## config.mk

```make
export PLATFORM = sky130hd
export DESIGN_NAME = hover_setpoint_shaper
export DESIGN_NICKNAME = d
export VERILOG_FILES = /design/src/hw/rtl/hss_pkg.sv /design/src/hw/rtl/hover_setpoint_shaper.sv /design/src/hw/rtl/hss_useq.sv
export SDC_FILE = /design/constraint.sdc
export NUM_CORES = 2
export LEC_CHECK = 0
export BUFFER_PORTS_ARGS = -buffer_cell sky130_fd_sc_hd__buf_2
export CAP_MARGIN = 20
export CORE_UTILIZATION = 62
export DETAILED_ROUTE_END_ITERATION = 7
export PLACE_DENSITY = 0.8
export SYNTH_ARGS = -nofsm -noshare
export SYNTH_HDL_FRONTEND = slang
export SYNTH_SLANG_ARGS = --single-unit
```

## constraint.sdc

```tcl
create_clock -name clk -period 12.32 [get_ports clk]
set_input_delay 0.616 -clock clk [delete_from_list [all_inputs] [get_ports clk]]
set_output_delay 0.616 -clock clk [all_outputs]
set_load 0.02 [all_outputs]
```

## src/hw/rtl/hss_pkg.sv

```systemverilog
// Shared constants, types and microcode table of the hover setpoint shaper.
`default_nettype none
package hss_pkg;

  localparam int FRAC_BITS    = 12;
  localparam int MIN_HEIGHT_Q = 819;
  localparam int MAX_HEIGHT_Q = 8192;

  localparam longint ONE_Q       = longint'(1) << FRAC_BITS;
  localparam int     SNAP_Q      = int'((99 * ONE_Q) / 100);
  localparam longint P_QUIET_MAX = (ONE_Q * ONE_Q - 1) / 100;
  localparam int     DRIFT_MIN   = int'(ONE_Q / 20 + 1);

  // floor(p*75 / (1000 << FRAC_BITS)) = floor(floor(3p >> HT_SHIFT) / 5)
  localparam int HT_SHIFT   = FRAC_BITS + 3;
  localparam int DIV5_BIAS  = 100000;
  localparam int DIV5_BIASQ = DIV5_BIAS / 5;
  localparam int RECIP5     = 209716;
  localparam int RECIP_SH   = 20;

  localparam int IN_W   = 88;
  localparam int OUT_W  = 56;
  localparam int CIDX_W = 3;
  localparam int CDAT_W = 32;

  localparam logic [1:0] OP_FLY     = 2'd0;
  localparam logic [1:0] OP_TAKEOFF = 2'd1;
  localparam logic [1:0] OP_LAND    = 2'd2;

  localparam logic [CIDX_W-1:0] REG_MAX_FWD  = 3'd0;
  localparam logic [CIDX_W-1:0] REG_ACCEL    = 3'd1;
  localparam logic [CIDX_W-1:0] REG_DECEL    = 3'd2;
  localparam logic [CIDX_W-1:0] REG_HOVER    = 3'd3;
  localparam logic [CIDX_W-1:0] REG_LIMIT    = 3'd4;
  localparam logic [CIDX_W-1:0] REG_DRIFT    = 3'd5;
  localparam logic [CIDX_W-1:0] REG_CLIMB_GN = 3'd6;
  localparam logic [CIDX_W-1:0] REG_TURN_GN  = 3'd7;

  localparam int UPC_W = 3;
  typedef logic [UPC_W-1:0] upc_t;

  localparam upc_t STEP_DECODE = 3'd0;
  localparam upc_t STEP_PROD   = 3'd1;
  localparam upc_t STEP_YAW    = 3'd2;
  localparam upc_t STEP_HEIGHT = 3'd3;
  localparam upc_t STEP_SKIP   = 3'd4;

  typedef enum logic [1:0] {
    MS_NONE  = 2'd0,
    MS_CLIMB = 2'd1,
    MS_TURN  = 2'd2,
    MS_RECIP = 2'd3
  } mul_sel_t;

  typedef struct packed {
    logic     decode;
    mul_sel_t mul;
    logic     ld_p;
    logic     ld_yaw;
    logic     ld_hs;
    logic     jmp;
    upc_t     tgt;
    logic     done;
  } ucw_t;

  function automatic ucw_t urom(input upc_t a);
    ucw_t w;
    w = '{decode: 1'b0, mul: MS_NONE, ld_p: 1'b0, ld_yaw: 1'b0, ld_hs: 1'b0,
          jmp: 1'b0, tgt: STEP_DECODE, done: 1'b1};
    unique case (a)
      STEP_DECODE: begin
        w.decode = 1'b1; w.mul = MS_CLIMB; w.jmp = 1'b1; w.tgt = STEP_SKIP;
        w.done = 1'b0;
      end
      STEP_PROD: begin
        w.ld_p = 1'b1; w.mul = MS_TURN; w.done = 1'b0;
      end
      STEP_YAW: begin
        w.ld_yaw = 1'b1; w.mul = MS_RECIP; w.done = 1'b0;
      end
      STEP_HEIGHT: begin
        w.ld_hs = 1'b1; w.done = 1'b1;
      end
      default: begin
        w.done = 1'b1;
      end
    endcase
    return w;
  endfunction

endpackage
`default_nettype wire

```

## src/hw/rtl/hover_setpoint_shaper.sv

```systemverilog
// Top level of the hover setpoint shaper: ports, registers and datapath.
// One command item in, one setpoint item out. A short microprogram runs each item
// through one shared 19x19 multiplier: a fly item that issues a setpoint passes the
// accept cycle and then four steps (decode with the climb product, yaw product,
// divide-by-five product, height/speed update) before the next item can be taken;
// take-off, land, forced landing, idle and unknown items pass through accept, decode
// and finish. The input is accepted while an earlier result still waits on the
// output register; the last step stalls only if that register is still full.
`default_nettype none
module hover_setpoint_shaper #(
  parameter int HEIGHT_MIN = hss_pkg::MIN_HEIGHT_Q,
  parameter int HEIGHT_MAX = hss_pkg::MAX_HEIGHT_Q
) (
  input  wire logic                        clk,
  input  wire logic                        rst_n,
  // forward_cmd[15:0] climb_cmd[31:16] turn_cmd[47:32]
  // time_ms[79:48] battery_low[80] charger_on[81], zero pad [87:82]
  input  wire logic [hss_pkg::IN_W-1:0]    in_tdata,
  // opcode[1:0]
  input  wire logic [1:0]                  in_tuser,
  input  wire logic                        in_tvalid,
  output logic                             in_tready,
  // flying[0] setpoint_valid[1] land_request[2] takeoff_request[3]
  // forward_speed[19:4] height_target[34:20] turn_rate[50:35], zero pad [55:51]
  output logic [hss_pkg::OUT_W-1:0]        out_tdata,
  output logic                             out_tvalid,
  input  wire logic                        out_tready,
  input  wire logic                        cfg_valid,
  output logic                             cfg_ready,
  input  wire logic [hss_pkg::CIDX_W-1:0]  cfg_index,
  input  wire logic [hss_pkg::CDAT_W-1:0]  cfg_data
);
  import hss_pkg::*;

  // configuration
  logic [14:0] max_fwd_r, accel_r, decel_r, hover_r, drift_r, cgain_r;
  logic [15:0] tgain_r;
  logic [31:0] limit_r;

  // flight state
  logic               in_flight_r, in_flight_nxt;
  logic [14:0]        height_r, height_nxt;
  logic signed [15:0] last_fwd_r, last_fwd_nxt;
  logic [31:0]        start_r, start_nxt;
  logic               tmr_on_r, tmr_on_nxt;

  // item registers
  logic [1:0]         op_r;
  logic signed [15:0] fwd_r, climb_r, turn_r;
  logic [31:0]        time_r;
  logic               batt_r, chg_r;

  // datapath
  logic signed [37:0] prod_r;
  logic signed [31:0] p_r;
  logic signed [15:0] yaw_r;
  logic               valid_r, land_r, to_r;
  logic               valid_nxt, land_nxt, to_nxt;

  logic               out_valid_r;
  logic [OUT_W-1:0]   out_data_r;

  logic  busy, hold, run, in_acc, sp;
  ucw_t  cw;

  assign in_tready  = !busy;
  assign in_acc     = in_tvalid && in_tready;
  assign cfg_ready  = 1'b1;
  assign out_tvalid = out_valid_r;
  assign out_tdata  = out_data_r;
  assign hold       = cw.done && out_valid_r && !out_tready;
  assign run        = busy && !hold;

  hss_useq u_seq (
    .clk       (clk),
    .rst_n     (rst_n),
    .start     (in_acc),
    .take_jump (!sp),
    .hold      (hold),
    .busy      (busy),
    .cw        (cw)
  );

  // decode
  logic [31:0] t0, elapsed;
  logic        forced;
  assign t0      = tmr_on_r ? start_r : time_r;
  assign elapsed = time_r - t0;
  assign forced  = (in_flight_r && (elapsed >= limit_r)) || batt_r;
  assign sp      = (op_r == OP_FLY) && !forced && in_flight_r && !chg_r;

  // shared multiplier
  logic signed [33:0] p3;
  logic signed [18:0] q_s, u_s;
  logic signed [18:0] mul_a, mul_b;
  assign p3  = {{2{p_r[31]}}, p_r} + {p_r[31], p_r, 1'b0};
  assign q_s = {p3[32], p3[32:HT_SHIFT]};
  assign u_s = q_s + 19'(DIV5_BIAS);

  always_comb begin
    mul_a = '0;
    mul_b = '0;
    unique case (cw.mul)
      MS_CLIMB: begin
        mul_a = {{3{climb_r[15]}}, climb_r};
        mul_b = $signed({4'b0, cgain_r});
      end
      MS_TURN: begin
        mul_a = {{3{turn_r[15]}}, turn_r};
        mul_b = $signed({3'b0, tgain_r});
      end
      MS_RECIP: begin
        mul_a = $signed({1'b0, u_s[17:0]});
        mul_b = 19'(RECIP5);
      end
      MS_NONE: begin
        mul_a = '0;
        mul_b = '0;
      end
      default: begin
        mul_a = '0;
        mul_b = '0;
      end
    endcase
  end

  // yaw saturation
  logic signed [25:0] yfull;
  logic signed [15:0] ysat;
  assign yfull = prod_r[37:FRAC_BITS];
  always_comb begin
    if (yfull > 26'sd32767)       ysat = 16'sd32767;
    else if (yfull < -26'sd32768) ysat = -16'sd32768;
    else                          ysat = yfull[15:0];
  end

  // height
  logic [15:0]        quo;
  logic signed [16:0] delta;
  logic signed [18:0] h0, hd, hd_abs;
  logic [31:0]        p_abs;
  logic               drift;
  logic signed [19:0] h1;
  logic [14:0]        hnew;
  assign quo    = prod_r[RECIP_SH+15:RECIP_SH];
  assign delta  = $signed({1'b0, quo}) - 17'(DIV5_BIASQ);
  assign h0     = $signed({4'b0, height_r}) + {{2{delta[16]}}, delta};
  assign hd     = h0 - $signed({4'b0, hover_r});
  assign hd_abs = hd[18] ? -hd : hd;
  assign p_abs  = p_r[31] ? 32'(-p_r) : 32'(p_r);
  assign drift  = (p_abs <= 32'(P_QUIET_MAX)) && (hd_abs >= 19'(DRIFT_MIN));
  always_comb begin
    if (!drift)       h1 = {h0[18], h0};
    else if (hd > 0)  h1 = {h0[18], h0} - $signed({5'b0, drift_r});
    else              h1 = {h0[18], h0} + $signed({5'b0, drift_r});
    if (h1 < $signed(20'(HEIGHT_MIN)))      hnew = 15'(HEIGHT_MIN);
    else if (h1 > $signed(20'(HEIGHT_MAX))) hnew = 15'(HEIGHT_MAX);
    else                                    hnew = h1[14:0];
  end

  // forward speed
  logic signed [15:0] spd0, spd;
  logic signed [16:0] sdiff;
  assign spd0  = (fwd_r > $signed(16'(SNAP_Q))) ? $signed({1'b0, max_fwd_r}) : fwd_r;
  assign sdiff = {spd0[15], spd0} - {last_fwd_r[15], last_fwd_r};
  always_comb begin
    if (sdiff > $signed({2'b0, accel_r}))
      spd = last_fwd_r + $signed({1'b0, accel_r});
    else if (sdiff < -$signed({2'b0, decel_r}))
      spd = last_fwd_r - $signed({1'b0, decel_r});
    else
      spd = spd0;
  end

  always_comb begin
    in_flight_nxt = in_flight_r;
    height_nxt    = height_r;
    last_fwd_nxt  = last_fwd_r;
    start_nxt     = start_r;
    tmr_on_nxt    = tmr_on_r;
    valid_nxt     = valid_r;
    land_nxt      = land_r;
    to_nxt        = to_r;
    if (run && cw.decode) begin
      valid_nxt = sp;
      land_nxt  = 1'b0;
      to_nxt    = 1'b0;
      unique case (op_r)
        OP_TAKEOFF: begin
          in_flight_nxt = 1'b1;
          height_nxt    = hover_r;
          to_nxt        = 1'b1;
        end
        OP_LAND: begin
          in_flight_nxt = 1'b0;
          height_nxt    = '0;
          land_nxt      = 1'b1;
        end
        OP_FLY: begin
          start_nxt  = t0;
          tmr_on_nxt = 1'b1;
          if (forced) begin
            in_flight_nxt = 1'b0;
            height_nxt    = '0;
            land_nxt      = 1'b1;
          end
        end
        default: begin
          valid_nxt = 1'b0;
        end
      endcase
    end
    if (run && cw.ld_hs) begin
      height_nxt   = hnew;
      last_fwd_nxt = spd;
    end
  end

  always_ff @(posedge clk) begin
    if (!rst_n) begin
      max_fwd_r   <= 15'd4096;
      accel_r     <= 15'd307;
      decel_r     <= 15'd3072;
      hover_r     <= 15'd2458;
      limit_r     <= 32'd60000;
      drift_r     <= 15'd41;
      cgain_r     <= 15'd4096;
      tgain_r     <= 16'd4096;
      in_flight_r <= 1'b0;
      height_r    <= '0;
      last_fwd_r  <= '0;
      start_r     <= '0;
      tmr_on_r    <= 1'b0;
      out_valid_r <= 1'b0;
    end else begin
      if (cfg_valid && cfg_ready) begin
        unique case (cfg_index)
          REG_MAX_FWD:  max_fwd_r <= cfg_data[14:0];
          REG_ACCEL:    accel_r   <= cfg_data[14:0];
          REG_DECEL:    decel_r   <= cfg_data[14:0];
          REG_HOVER:    hover_r   <= cfg_data[14:0];
          REG_LIMIT:    limit_r   <= cfg_data;
          REG_DRIFT:    drift_r   <= cfg_data[14:0];
          REG_CLIMB_GN: cgain_r   <= cfg_data[14:0];
          REG_TURN_GN:  tgain_r   <= cfg_data[15:0];
          default: ;
        endcase
      end
      in_flight_r <= in_flight_nxt;
      height_r    <= height_nxt;
      last_fwd_r  <= last_fwd_nxt;
      start_r     <= start_nxt;
      tmr_on_r    <= tmr_on_nxt;
      if (run && cw.done) out_valid_r <= 1'b1;
      else if (out_tready) out_valid_r <= 1'b0;
    end
  end

  always_ff @(posedge clk) begin
    if (in_acc) begin
      op_r    <= in_tuser;
      fwd_r   <= in_tdata[15:0];
      climb_r <= in_tdata[31:16];
      turn_r  <= in_tdata[47:32];
      time_r  <= in_tdata[79:48];
      batt_r  <= in_tdata[80];
      chg_r   <= in_tdata[81];
    end
    valid_r <= valid_nxt;
    land_r  <= land_nxt;
    to_r    <= to_nxt;
    if (run && cw.mul != MS_NONE) prod_r <= mul_a * mul_b;
    if (run && cw.ld_p)           p_r    <= prod_r[31:0];
    if (run && cw.ld_yaw)         yaw_r  <= ysat;
    if (run && cw.done) begin
      out_data_r <= {5'b0,
                     valid_r ? yaw_r : 16'sd0,
                     height_nxt,
                     valid_r ? last_fwd_nxt : 16'sd0,
                     to_r, land_r, valid_r, in_flight_nxt};
    end
  end

  a_one_request: assert property (@(posedge clk) disable iff (!rst_n)
    out_tvalid |-> !(out_tdata[2] && out_tdata[3]))
    else $error("land and take-off requested together");

  a_sp_flying: assert property (@(posedge clk) disable iff (!rst_n)
    out_tvalid && out_tdata[1] |-> out_tdata[0] && !out_tdata[2])
    else $error("setpoint issued while not flying");

  a_sp_height: assert property (@(posedge clk) disable iff (!rst_n)
    out_tvalid && out_tdata[1] |->
      out_tdata[34:20] >= 15'(HEIGHT_MIN) && out_tdata[34:20] <= 15'(HEIGHT_MAX))
    else $error("setpoint height outside limits");

  a_busy_after_accept: assert property (@(posedge clk) disable iff (!rst_n)
    in_acc |=> !in_tready)
    else $error("item taken while sequencer still busy");

endmodule
`default_nettype wire

```

## src/hw/rtl/hss_useq.sv

```systemverilog
// Microcode sequencer: step counter, control store and conditional jump.
`default_nettype none
module hss_useq (
  input  wire logic          clk,
  input  wire logic          rst_n,
  input  wire logic          start,
  input  wire logic          take_jump,
  input  wire logic          hold,
  output logic               busy,
  output hss_pkg::ucw_t      cw
);
  import hss_pkg::*;

  upc_t upc_r, upc_nxt;
  logic busy_r, busy_nxt;

  assign cw   = urom(upc_r);
  assign busy = busy_r;

  always_comb begin
    upc_nxt  = upc_r;
    busy_nxt = busy_r;
    priority if (start) begin
      busy_nxt = 1'b1;
      upc_nxt  = STEP_DECODE;
    end else if (busy_r && !hold) begin
      if (cw.done) begin
        busy_nxt = 1'b0;
      end else if (cw.jmp && take_jump) begin
        upc_nxt = cw.tgt;
      end else begin
        upc_nxt = upc_r + upc_t'(1);
      end
    end else begin
      upc_nxt  = upc_r;
      busy_nxt = busy_r;
    end
  end

  always_ff @(posedge clk) begin
    if (!rst_n) begin
      upc_r  <= STEP_DECODE;
      busy_r <= 1'b0;
    end else begin
      upc_r  <= upc_nxt;
      busy_r <= busy_nxt;
    end
  end

endmodule
`default_nettype wire
```

==> impl_metrics.yaml <==
drt:
  antenna_left: 0
  routed_wl_um: 111000
  vias_per_cell: 6.01
  vias: 33500
  first_pass_iters: 5
  drc: 0
  wire_per_inst_um: 19.9
  drt_iter0_markers: 3019
cts:
  postCtsResizedCells: 0
  clk_path_buf_depth: 3
  insertion_delay_ps: 650
  path_clk_slew_ps: 60
  cts_tree: "built"
  clock_sinks: 432
  postCtsHoldBufs: 0
  cts_setup_buffers: 0
  cts-root-buf: "clkbuf_16"
  htree_levels: 2
  cts_buffers: 50
global_routing:
  grt_overflow: 0
  busiest_layer: "met2"
  use_met3_pct: 7.44
  grt_use_met2_pct: 52.8
  met1_usage_pct: 43.8
  first_global_vias: 32700
  grt_first_pass_wirelength_um: 174000
  grt_max_degree: 102
  grt_antenna_before_repair: 3
  grt_usage_pct: 33.1
cells_and_area:
  drive_gt1_share_pct: 8.73
  num-nets-final: 5522
  areaGrowthSynthToFinish_pct: 8.59
  fillers: 5059
die:
  start_util_pct: 63.0
  die_w_um: 259
  pin_count: 189
  die-area_mm2: 0.0669
  core_area_mm2: 0.0648
  rows: 93
  fp.dieH_um: 259
timing:
  rsz0062_at_grt: "no"
  report.final.slew_viol_count: 0
  relSlewSlack_pct: 19.2
  fin_skew_ps: 49.3
  setup-violations-final: 0
  fmax_mhz: 87.0
  layout_min_cycle_time_ps: 11500
  tightest_slew_ps: 1210
  hold_violations: 0
  min_period_over_period_pct: 93.3
  finalSetupTns_ps: 0
  layout_setup_ws_ps: 822
critical_path:
  cpMostUsedCell: "fa_1"
  slowest_stage: "nor3b_1"
  path_class: "reg2reg"
  setup.worst_path.start_class: "register"
  end_kind: "register"
  cp_max_fo: 16
  cp.arrival_ps: 11860
  max_stage_delay_ps: 1010
  critPathRequiredTime_ps: 12680
synth:
  ys.flop_type: "edfxtp_1"
  seq_area_frac_synth_pct: 26.7
  synth_warnings: 0
  ys_types: 99
  netlist_area_mm2: 0.0409
  synthAdderAreaFrac_pct: 28.5
  synth-simple-area-share_pct: 14.9
  ys_ff_latch: 432
  synth-compound-area-share_pct: 15.3
  synth_top_family_by_area: "adder cells"
  synth_mux_area_share_pct: 2.41
  synth-xor-area-share_pct: 4.29
  synth_cells: 4562
  synth_edf_count: 224
  async_reset_ff_share_pct: 0
  avgSynthCellArea_um2: 8.96
status:
  status: "finished clean"
pwr:
  ir_worst_vdd_v: 0.000226
  p_total_uw: 9750
  total_leakage_power_uw: 0.0196
  power_density_mw_per_mm2: 220
placed_design:
  io_buffers: 176
  place.gp.congestion: 0.968
  hpwl_um: 83600
  pre_cts_slack_ps: 1070
run:
  cap_violations: 0
worst_hold_path:
  hold_class: "in2reg"
-- report_power, final --
part / leakage [µW] / internal (µW) / switching (µW)
sequential: 0.00379 / 1770 / 111
clock: 0.000847 / 922 / 682
combinational: 0.0150 / 2440 / 3820
-- path summary, 6_finish.rpt --
kind / from / to / slack (ps) / cells past startpoint
worst min-delay path: in_tdata[74] / time_r[26] / 130 / 1
worst max-delay path: p_r[3] / prod_r[34] / 820 / 37
worst max register to register: p_r[3] / prod_r[34] / 820 / 37
worst min register to register: prod_r[4] / p_r[4] / 390 / 0
-- synthesized netlist by cell type (all sizes together) (14+ instances only) --
| cell type | instances | area [µm²] |
|---|---|---|
| a211o | 16 | 140 |
| a21oi | 278 | 1400 |
| nor4 | 23 | 156 |
| buf | 16 | 96.3 |
| nor2 | 290 | 1090 |
| a31oi | 21 | 131 |
| nand2b | 40 | 250 |
| o31ai | 17 | 128 |
| nand2 | 570 | 2140 |
| o211ai | 41 | 313 |
| dfxtp | 208 | 4160 |
| or2 | 19 | 119 |
| a211oi | 92 | 691 |
| fa | 355 | 7110 |
| a22o | 14 | 123 |
| a21boi | 14 | 105 |
| or3 | 21 | 131 |
| nand4 | 30 | 188 |
| xor2 | 68 | 596 |
| o21a | 55 | 413 |
| edfxtp | 224 | 6730 |
| nor3 | 89 | 445 |
| o21ai | 129 | 649 |
| mux2i | 51 | 510 |
| mux2 | 42 | 473 |
| inv | 682 | 2560 |
| a22oi | 17 | 128 |
| and3 | 29 | 181 |
| ha | 362 | 4530 |
| a21o | 73 | 548 |
| xnor2 | 132 | 1160 |
| and2 | 73 | 457 |
| clkbuf | 157 | 608 |
| nand3 | 72 | 365 |
| nor2b | 39 | 244 |
-- state kept, by name, indices dropped and copies added (netlist names), 16 cells and up --
register,count
out_tdata,51
prod_r,38
limit_r,32
p_r,32
start_r,32
time_r,32
climb_r,16
fwd_r,16
last_fwd_r,16
tgain_r,16
turn_r,16
yaw_r,16
-- layer usage --
metal / up-vias / routed length, µm
met2: 1544 / 50200
li1: 15600 / -
met5: - / 10
met1: 16000 / 44800
met4: 2 / 4670
met3: 296 / 11200
-- layout by cell type, fill, tap and decap left out, types with 39 or more instances in the layout --
cell and count:
a211oi_1 92, a21o_1 73, a21oi_1 276, and2_1 73, buf_2 176, buf_4 52
clkbuf_16 51, dfxtp_1 207, edfxtp_1 224, fa_1 355, ha_1 362, inv_1 678
mux2_2 40, mux2i_1 51, nand2_1 570, nand2b_1 40, nand3_1 71, nor2_1 287
nor2b_1 39, nor3_1 86, o211ai_1 40, o21a_1 55, o21ai_0 110, xnor2_1 132
xor2_1 68
-- critical path: cells and delay by family (launching register included) --
kind	cells	cell delay [ps]
compound gates	18	5230
fa+ha+maj	8	3450
simple gates	5	1620
flops	1	470
buf+inv	5	340
xor+xnor	1	70
-- per-stage QoR --
| step | cells | cell area, µm² | utilization (%) | hold WS (ps) |
|---|---|---|---|---|
| after global placement | 5475 | 42600 | 65.7 | 401 |
| after detailed placement | 5475 | 42600 | 65.7 | 405 |
| after global routing | 5572 | 44400 | 68.5 | 124 |
| after CTS | 5569 | 44300 | 68.4 | 118 |
| final | 5575 | 44400 | 68.5 | 132 |
| after floorplan | 4568 | 40900 | - | 400 |
-- cell type report --
cell class                 instances  area [µm²]  share of cell area [%]
clock buffer                      60        1350                    3.04
multi-input combinational       3279       26800                    60.4
clock inverter                    34         428                   0.964
inverter                         684        2570                    5.80
sequential                       432       10900                    24.5
timing repair buffer             228        1270                    2.86
tap                              855        1070                    2.41
antenna                            3        7.51                  0.0169
-- kinds of logic (layout without fill, tap and decap cells) --
kind of cell,after synthesis,count (layout)
xor gates and xnor gates,200,200
AOI/OAI and AO/OA,931,931
DFF,432,432
buffers and inverters,857,1006
other,2,11
muxes,93,93
adders and majority gates,717,717
and+or+nand+nor,1330,1330
No activity file was read; power rests on OpenSTA's default activity.
